--- config.mk ---
export PLATFORM = sky130hd
export DESIGN_NAME = least_used_unit_dispatch_top
export DESIGN_NICKNAME = d
export VERILOG_FILES = /design/src/design/lud_pkg.sv /design/src/design/lud_ctrl.sv /design/src/design/lud_dpath.sv /design/src/design/least_used_unit_dispatch_top.sv
export SDC_FILE = /design/constraint.sdc
export NUM_CORES = 2
export LEC_CHECK = 0
export BUFFER_PORTS_ARGS = -buffer_cell sky130_fd_sc_hd__clkbuf_2
export CAP_MARGIN = 10
export CORE_MARGIN = 2
export CORE_UTILIZATION = 41
export DETAILED_ROUTE_END_ITERATION = 6
export HOLD_SLACK_MARGIN = 0.12
export SETUP_SLACK_MARGIN = 0.15
export SYNTH_ARGS = -nofsm -noshare
export SYNTH_HDL_FRONTEND = slang
export SYNTH_SLANG_ARGS = --single-unit
--- constraint.sdc ---
create_clock -name clk -period 8.9 [get_ports clk]
set_clock_uncertainty 0.1 [all_clocks]
set_input_delay 0.445 -clock clk [delete_from_list [all_inputs] [get_ports clk]]
set_output_delay 0.445 -clock clk [all_outputs]
set_load 0.005 [all_outputs]
--- src/design/lud_pkg.sv ---
// shared types and constants for the least used unit dispatcher
`default_nettype none

package lud_pkg;

    localparam int MASK_WIDTH  = 64;
    localparam int INDEX_WIDTH = 6;
    localparam int CFG_WIDTH   = 7;
    localparam int POP_WIDTH   = 7;
    localparam int STAT_WIDTH  = 2;

    localparam logic [STAT_WIDTH-1:0] STATUS_OK            = 2'd0;
    localparam logic [STAT_WIDTH-1:0] STATUS_TOO_MANY      = 2'd1;
    localparam logic [STAT_WIDTH-1:0] STATUS_NONE_RESERVED = 2'd2;

    // controller to datapath
    typedef struct packed {
        logic load;
        logic step;
        logic finish;
    } lud_cmd_t;

    // datapath to controller
    typedef struct packed {
        logic last_idx;
        logic out_free;
    } lud_stat_t;

endpackage

`default_nettype wire

--- src/design/lud_ctrl.sv ---
// controller state machine for the least used unit dispatcher
`default_nettype none

module lud_ctrl
    import lud_pkg::*;
(
    input  wire logic      clk,
    input  wire logic      rst_n,
    input  wire logic      s_tvalid,
    output logic           s_tready,
    input  wire lud_stat_t stat,
    output lud_cmd_t       cmd
);

    typedef enum logic [3:0] {
        S_IDLE  = 4'b0001,
        S_SCAN  = 4'b0010,
        S_DRAIN = 4'b0100,
        S_DONE  = 4'b1000
    } state_t;

    state_t state_reg;
    state_t state_next;

    always_ff @(posedge clk or negedge rst_n)
    begin
        if (!rst_n)
        begin
            state_reg <= S_IDLE;
        end
        else
        begin
            state_reg <= state_next;
        end
    end

    always_comb
    begin
        state_next = state_reg;
        cmd        = '0;
        s_tready   = 1'b0;
        case (state_reg)
            S_IDLE:
            begin
                s_tready = 1'b1;
                if (s_tvalid)
                begin
                    cmd.load   = 1'b1;
                    state_next = S_SCAN;
                end
            end
            S_SCAN:
            begin
                cmd.step = 1'b1;
                if (stat.last_idx)
                begin
                    state_next = S_DRAIN;
                end
            end
            S_DRAIN:
            begin
                state_next = S_DONE;
            end
            S_DONE:
            begin
                if (stat.out_free)
                begin
                    cmd.finish = 1'b1;
                    state_next = S_IDLE;
                end
            end
            default:
            begin
                state_next = S_IDLE;
            end
        endcase
    end

endmodule

`default_nettype wire

--- src/design/lud_dpath.sv ---
// datapath: counter memory, scan comparator, popcount and result register
`default_nettype none

module lud_dpath
    import lud_pkg::*;
#(
    parameter int UNIT_COUNT  = 64,
    parameter int COUNT_WIDTH = 32
)
(
    input  wire logic                    clk,
    input  wire logic                    rst_n,
    input  wire logic [2*MASK_WIDTH-1:0] s_tdata,
    input  wire logic                    cfg_valid,
    output logic                         cfg_ready,
    input  wire logic [CFG_WIDTH-1:0]    cfg_data,
    output logic                         m_tvalid,
    input  wire logic                    m_tready,
    output logic [7:0]                   m_tdata,
    input  wire lud_cmd_t                cmd,
    output lud_stat_t                    stat
);

    localparam int AW = $clog2(UNIT_COUNT);

    logic [CFG_WIDTH-1:0]   units_present_reg;
    logic [MASK_WIDTH-1:0]  req_reg;
    logic [MASK_WIDTH-1:0]  res_reg;
    logic [INDEX_WIDTH-1:0] idx_reg;

    // counter store, valid bits stand in for the reset clear
    logic [COUNT_WIDTH-1:0] mem [UNIT_COUNT];
    logic [UNIT_COUNT-1:0]  valid_reg;
    logic [COUNT_WIDTH-1:0] rdata_reg;
    logic                   rvalid_reg;

    logic                   s1_valid_reg;
    logic [INDEX_WIDTH-1:0] s1_idx_reg;
    logic                   s1_cand_reg;
    logic                   s1_req_reg;

    logic [POP_WIDTH-1:0]   pop_reg;
    logic                   found_reg;
    logic [INDEX_WIDTH-1:0] best_idx_reg;
    logic [COUNT_WIDTH-1:0] best_cnt_reg;

    logic                   out_valid_reg;
    logic [INDEX_WIDTH-1:0] chosen_reg;
    logic [STAT_WIDTH-1:0]  status_reg;

    logic [AW-1:0]          rd_addr;
    logic [AW-1:0]          wr_addr;
    logic                   in_range;
    logic [COUNT_WIDTH-1:0] cur_cnt;
    logic                   better;
    logic                   too_many;
    logic                   wr_en;
    logic [COUNT_WIDTH-1:0] sat_cnt;

    assign rd_addr  = idx_reg[AW-1:0];
    assign wr_addr  = best_idx_reg[AW-1:0];
    assign in_range = ({1'b0, idx_reg} < (INDEX_WIDTH+1)'(UNIT_COUNT));
    assign cur_cnt  = rvalid_reg ? rdata_reg : '0;
    assign better   = s1_valid_reg && s1_cand_reg && (!found_reg || (cur_cnt < best_cnt_reg));
    assign too_many = (pop_reg > units_present_reg);
    assign wr_en    = cmd.finish && !too_many && found_reg;
    assign sat_cnt  = (&best_cnt_reg) ? best_cnt_reg : best_cnt_reg + COUNT_WIDTH'(1);

    assign cfg_ready     = 1'b1;
    assign m_tvalid      = out_valid_reg;
    assign m_tdata       = {status_reg, chosen_reg};
    assign stat.last_idx = &idx_reg;
    assign stat.out_free = !out_valid_reg || m_tready;

    // memory read and write
    always_ff @(posedge clk)
    begin
        if (wr_en)
        begin
            mem[wr_addr] <= sat_cnt;
        end
        rdata_reg  <= mem[rd_addr];
        rvalid_reg <= valid_reg[rd_addr];
    end

    always_ff @(posedge clk or negedge rst_n)
    begin
        if (!rst_n)
        begin
            units_present_reg <= '0;
            valid_reg         <= '0;
            s1_valid_reg      <= 1'b0;
            out_valid_reg     <= 1'b0;
        end
        else
        begin
            if (cfg_valid)
            begin
                units_present_reg <= cfg_data;
            end
            if (wr_en)
            begin
                valid_reg[wr_addr] <= 1'b1;
            end
            s1_valid_reg <= cmd.step;
            if (cmd.finish)
            begin
                out_valid_reg <= 1'b1;
            end
            else if (m_tready)
            begin
                out_valid_reg <= 1'b0;
            end
        end
    end

    // scan datapath
    always_ff @(posedge clk)
    begin
        if (cmd.load)
        begin
            req_reg   <= s_tdata[MASK_WIDTH-1:0];
            res_reg   <= s_tdata[2*MASK_WIDTH-1:MASK_WIDTH];
            idx_reg   <= '0;
            pop_reg   <= '0;
            found_reg <= 1'b0;
        end
        else
        begin
            if (cmd.step)
            begin
                idx_reg <= idx_reg + INDEX_WIDTH'(1);
            end
            if (s1_valid_reg)
            begin
                pop_reg <= pop_reg + POP_WIDTH'(s1_req_reg);
            end
            if (better)
            begin
                found_reg    <= 1'b1;
                best_idx_reg <= s1_idx_reg;
                best_cnt_reg <= cur_cnt;
            end
        end
        s1_idx_reg  <= idx_reg;
        s1_req_reg  <= req_reg[idx_reg];
        s1_cand_reg <= in_range && req_reg[idx_reg] && res_reg[idx_reg];
        if (cmd.finish)
        begin
            if (too_many)
            begin
                status_reg <= STATUS_TOO_MANY;
                chosen_reg <= '0;
            end
            else if (!found_reg)
            begin
                status_reg <= STATUS_NONE_RESERVED;
                chosen_reg <= '0;
            end
            else
            begin
                status_reg <= STATUS_OK;
                chosen_reg <= best_idx_reg;
            end
        end
    end

endmodule

`default_nettype wire

--- src/design/least_used_unit_dispatch_top.sv ---
// top level of the least used unit dispatcher
// flow: an accepted request is scanned, the pipeline drains, then the result waits for a free output register
// a new request is taken only after the previous result is loaded into the output register, since the single
//   comparator walks the 64 mask positions through the one read port of the counter memory
// reset: rst_n async active low; units_present clears to 0 and all usage
//   counters read as zero through per-unit valid bits, no clearing pass
`default_nettype none

module least_used_unit_dispatch_top
    import lud_pkg::*;
#(
    parameter int UNIT_COUNT  = 64,
    parameter int COUNT_WIDTH = 32
)
(
    input  wire logic         clk,
    input  wire logic         rst_n,
    // request channel
    input  wire logic         s_tvalid,
    output logic              s_tready,
    input  wire logic [127:0] s_tdata,   // request_mask [63:0], reserved_mask [127:64]
    // units_present write channel
    input  wire logic         cfg_valid,
    output logic              cfg_ready,
    input  wire logic [6:0]   cfg_data,  // units_present [6:0]
    // result channel
    output logic              m_tvalid,
    input  wire logic         m_tready,
    output logic [7:0]        m_tdata    // chosen_unit [5:0], status [7:6]
);

    lud_cmd_t  cmd;
    lud_stat_t stat;

    // controller: idle, scan of all mask positions, pipeline drain, result handoff
    lud_ctrl u_ctrl (
        .clk      (clk),
        .rst_n    (rst_n),
        .s_tvalid (s_tvalid),
        .s_tready (s_tready),
        .stat     (stat),
        .cmd      (cmd)
    );

    // datapath: counter memory with registered read, running min and popcount
    lud_dpath #(
        .UNIT_COUNT  (UNIT_COUNT),
        .COUNT_WIDTH (COUNT_WIDTH)
    ) u_dpath (
        .clk       (clk),
        .rst_n     (rst_n),
        .s_tdata   (s_tdata),
        .cfg_valid (cfg_valid),
        .cfg_ready (cfg_ready),
        .cfg_data  (cfg_data),
        .m_tvalid  (m_tvalid),
        .m_tready  (m_tready),
        .m_tdata   (m_tdata),
        .cmd       (cmd),
        .stat      (stat)
    );

    // only one command at a time
    assert property (@(posedge clk) disable iff (!rst_n)
        $onehot0({cmd.load, cmd.step, cmd.finish}))
        else $error("overlapping controller commands");

    // an accepted request blocks the input until its result is loaded into the output register
    assert property (@(posedge clk) disable iff (!rst_n)
        (s_tvalid && s_tready) |=> !s_tready)
        else $error("input accepted while busy");

    // error results carry unit zero
    assert property (@(posedge clk) disable iff (!rst_n)
        (m_tvalid && (m_tdata[7:6] != STATUS_OK)) |-> (m_tdata[5:0] == 6'd0))
        else $error("error result with nonzero unit");

    // a result is loaded only when the output register can take it
    assert property (@(posedge clk) disable iff (!rst_n)
        cmd.finish |-> (!m_tvalid || m_tready))
        else $error("result overwritten before transfer");

endmodule

`default_nettype wire

==> results.sh <==
export IMPL_outcome="finished clean"
export IMPL_ys_types=57
export IMPL_postPlaceCellArea_um2=96500
export IMPL_clk_pin_slew_ns=0.06
export IMPL_ys_seq_elements=2354
export IMPL_setup_ws_ns=4.61
export IMPL_power_density_nw_per_um2=254
export IMPL_ant_nets=0
export IMPL_tightest_slew_ns=1.15
export IMPL_rr_startpoint="u_dpath.idx_reg[0]"
export IMPL_cts_repair_resized=0
export IMPL_pre_cts_ws_ns=4.50
export IMPL_cts_tree="done"
export IMPL_grt_pass1_wl_um=342000
export IMPL_slew_headroom_pct=23.0
export IMPL_overflow=0
export IMPL_ff2ff_path_depth=6
export IMPL_track_usage_pct=21.4
export IMPL_synth_main_ff_cell="edfxtp_1"
export IMPL_fin_nets=4701
export IMPL_dr_first_iter_drc_count=4909
export IMPL_clk_path_buf_depth=3
export IMPL_syn_avg_cell_area_um2=22.7
export IMPL_finalWeightedCongestion=0.847
export IMPL_drc_errors=0
export IMPL_startpoint="u_dpath.idx_reg[0]"
export IMPL_placeableCoreArea_um2=222000
export IMPL_synth_seq_area_share_pct=76.6
export IMPL_yosysWarningCount=0
export IMPL_multi_input_area_um2=20800
export IMPL_design_area_um2=106000
export IMPL_total_leakage_power_uw=0.0338
export IMPL_regMostFlops="u_dpath.mem"
export IMPL_power_total_uw=26900
export IMPL_routed_wl_um=241000
export IMPL_die_h_um=475
export IMPL_reg2reg_to="u_dpath.rdata_reg[25]"
export IMPL_final_cell_mix="edfxtp_1 (2222), mux4_2 (666), clkbuf_16 (234)"
export IMPL_fin_setup_tns_ns=0
export IMPL_row_count=173
export IMPL_finalCritPeriodShare_pct=48.2
export IMPL_synth_nets=4202
export IMPL_cp_start_kind="flop"
export IMPL_numCtsBuffers=233
export IMPL_cp_max_fo=96
export IMPL_worst_setup_path_end_kind="flop"
export IMPL_hold_viol_final=0
export IMPL_routedWlPerCell_um=31.2
export IMPL_clock_sinks=2354
export IMPL_start_util_pct=41.1
export IMPL_drv_cap=0
export IMPL_layout_commonest_cell="edfxtp_1"
export IMPL_dr_total_vias=44900
export IMPL_syn_inst=4020
export IMPL_grt_max_degree=128
export IMPL_port_buffers=149
export IMPL_area_growth_pct=16.6
export IMPL_drive_gt1_share_pct=30.3
export IMPL_ir_drop_mv=0.223
export IMPL_setup_violations=0
export IMPL_crit_end="u_dpath.rdata_reg[25]"
export IMPL_io_pins=151
export IMPL_rsz0062_at_grt="false"
export IMPL_fmax_mhz=233
export IMPL_largest_reg_flops=2048
export IMPL_first_pass_iters=6
export IMPL_criticalPathCategory="reg -> reg"
export IMPL_layout_min_cycle_time_ns=4.29
export IMPL_grt_antenna_before_repair=6
export IMPL_hpwlAfterDp_um=126000
export IMPL_synth_edf_count=2222
export IMPL_seqCellArea_um2=69800
export IMPL_async_flop_share_pct=3.27
export IMPL_clock_latency_ns=0.88
export IMPL_grt_pass1_vias=45600
export IMPL_syn_area_um2=91100
export IMPL_fp_dieW_um=475
export IMPL_vias_per_cell=5.83
export IMPL_cts_root_buffer_cell="clkbuf_16"
export IMPL_cp_arrival_ns=4.91
export IMPL_htreeDepth=4
export IMPL_r2r_setup_slack_ns=4.61
export IMPL_hp_class="in -> reg"
export IMPL_maxSlewViolCount=0
export IMPL_critPathRequiredTime_ns=9.53
export IMPL_fill_cells=18000
export IMPL_die_area_um2=226000
## what timing repair did
action | 4_1_cts | 5_1_grt
setup buffers | 0 | 0
hold buffers | 195 | 1
hold endpoints to repair | 255 | 1
## how the worst min path moves through the flow
stage | endpoint | start | cells after the start | slack [ns]
2_1_floorplan | u_ctrl.state_reg[1] | rst_n | 0 | 0.05
6_report | u_dpath.req_reg[42] | s_tdata[42] | 2 | 0.18
4_1_cts | u_dpath.res_reg[55] | s_tdata[119] | 2 | 0.12
5_1_grt | u_dpath.req_reg[43] | s_tdata[43] | 2 | 0.15
3_3_place_gp | u_dpath.units_present_reg[4] | rst_n | 1 | 0.28
3_5_place_dp | u_dpath.units_present_reg[4] | rst_n | 1 | 0.28
## metal layers
| layer | GRT usage [%] | part of all wire, % | vias up |
|---|---|---|---|
| li1 | - | - | 18200 |
| met1 | 30.5 | 42 | 24600 |
| met2 | 33.8 | 48 | 1867 |
| met3 | 3.75 | 7.5 | 310 |
| met4 | 6.71 | 3.0 | 0 |
| met5 | 0 | 0 | - |
## cell type report
type	count	area share, %
clock inverters	146	1.46
well taps	2975	3.51
diodes	12	0.0283
flip-flops and latches	2354	65.7
repair buffers	505	3.79
clock buffers	289	5.77
multi-input cells	1383	19.6
inverters	42	0.151
## power by group
| group | switching [uW] | total [uW] | leakage [uW] | internal (uW) |
|---|---|---|---|---|
| clock network | 4220 | 9840 | 0.00376 | 5620 |
| logic | 2390 | 4470 | 0.00853 | 2080 |
| registers | 217 | 12600 | 0.0216 | 12400 |
| total | 6830 | 26900 | 0.0338 | 20100 |
## per-stage QoR
stage          util, %  instances  hold WS, ns
2_1_floorplan        -       4020       0.0494
3_3_place_gp      43.5       7063        0.279
3_5_place_dp      43.5       7063        0.277
4_1_cts           47.9       7693        0.120
5_1_grt           47.9       7705        0.150
6_report          47.9       7706        0.184
## critical path: stages, from the launching register on
cell and delay, ns:
dfxtp_4 0.80, buf_12 0.57, buf_4 0.53, mux4_2 0.58, mux4_2 0.50, o22ai_1 0.75, nor2_1 0.11
## synth_stat cells, types with 13 or more instances
cell / n / area, um2
a21o_1: 17 / 128
and2_1: 44 / 275
mux4_2: 666 / 15000
a221o_1: 13 / 130
buf_4: 22 / 165
a211oi_1: 32 / 240
buf_2: 63 / 315
xnor2_1: 29 / 254
dfrtp_1: 76 / 1900
a41o_1: 64 / 641
inv_1: 41 / 154
a22o_1: 13 / 114
a21oi_1: 46 / 230
nand3_1: 15 / 75.1
buf_1: 42 / 158
edfxtp_1: 2222 / 66700
clkbuf_1: 105 / 394
nor2_1: 60 / 225
o21ai_0: 17 / 85.1
nor2b_1: 30 / 188
dfxtp_1: 55 / 1100
nor4_1: 73 / 457
ha_1: 42 / 526
nand4_1: 21 / 131
mux2i_1: 33 / 330
o22ai_1: 36 / 225
nand2_1: 47 / 176
## kinds of logic (layout without fill, tap and decap cells)
family | after synthesis | in the layout | share of synthesized area, %
AOI/OAI and AO/OA | 258 | 258 | 2.15
xor gates and xnor gates | 35 | 35 | 0.337
adders and majority gates | 42 | 42 | 0.577
buffers and inverters | 283 | 982 | 1.42
DFF | 2354 | 2354 | 76.6
muxes | 703 | 703 | 16.9
other | 1 | 13 | 0.00412
and+or+nand+nor | 344 | 344 | 2.07
No activity file was read; power rests on OpenSTA's default activity.
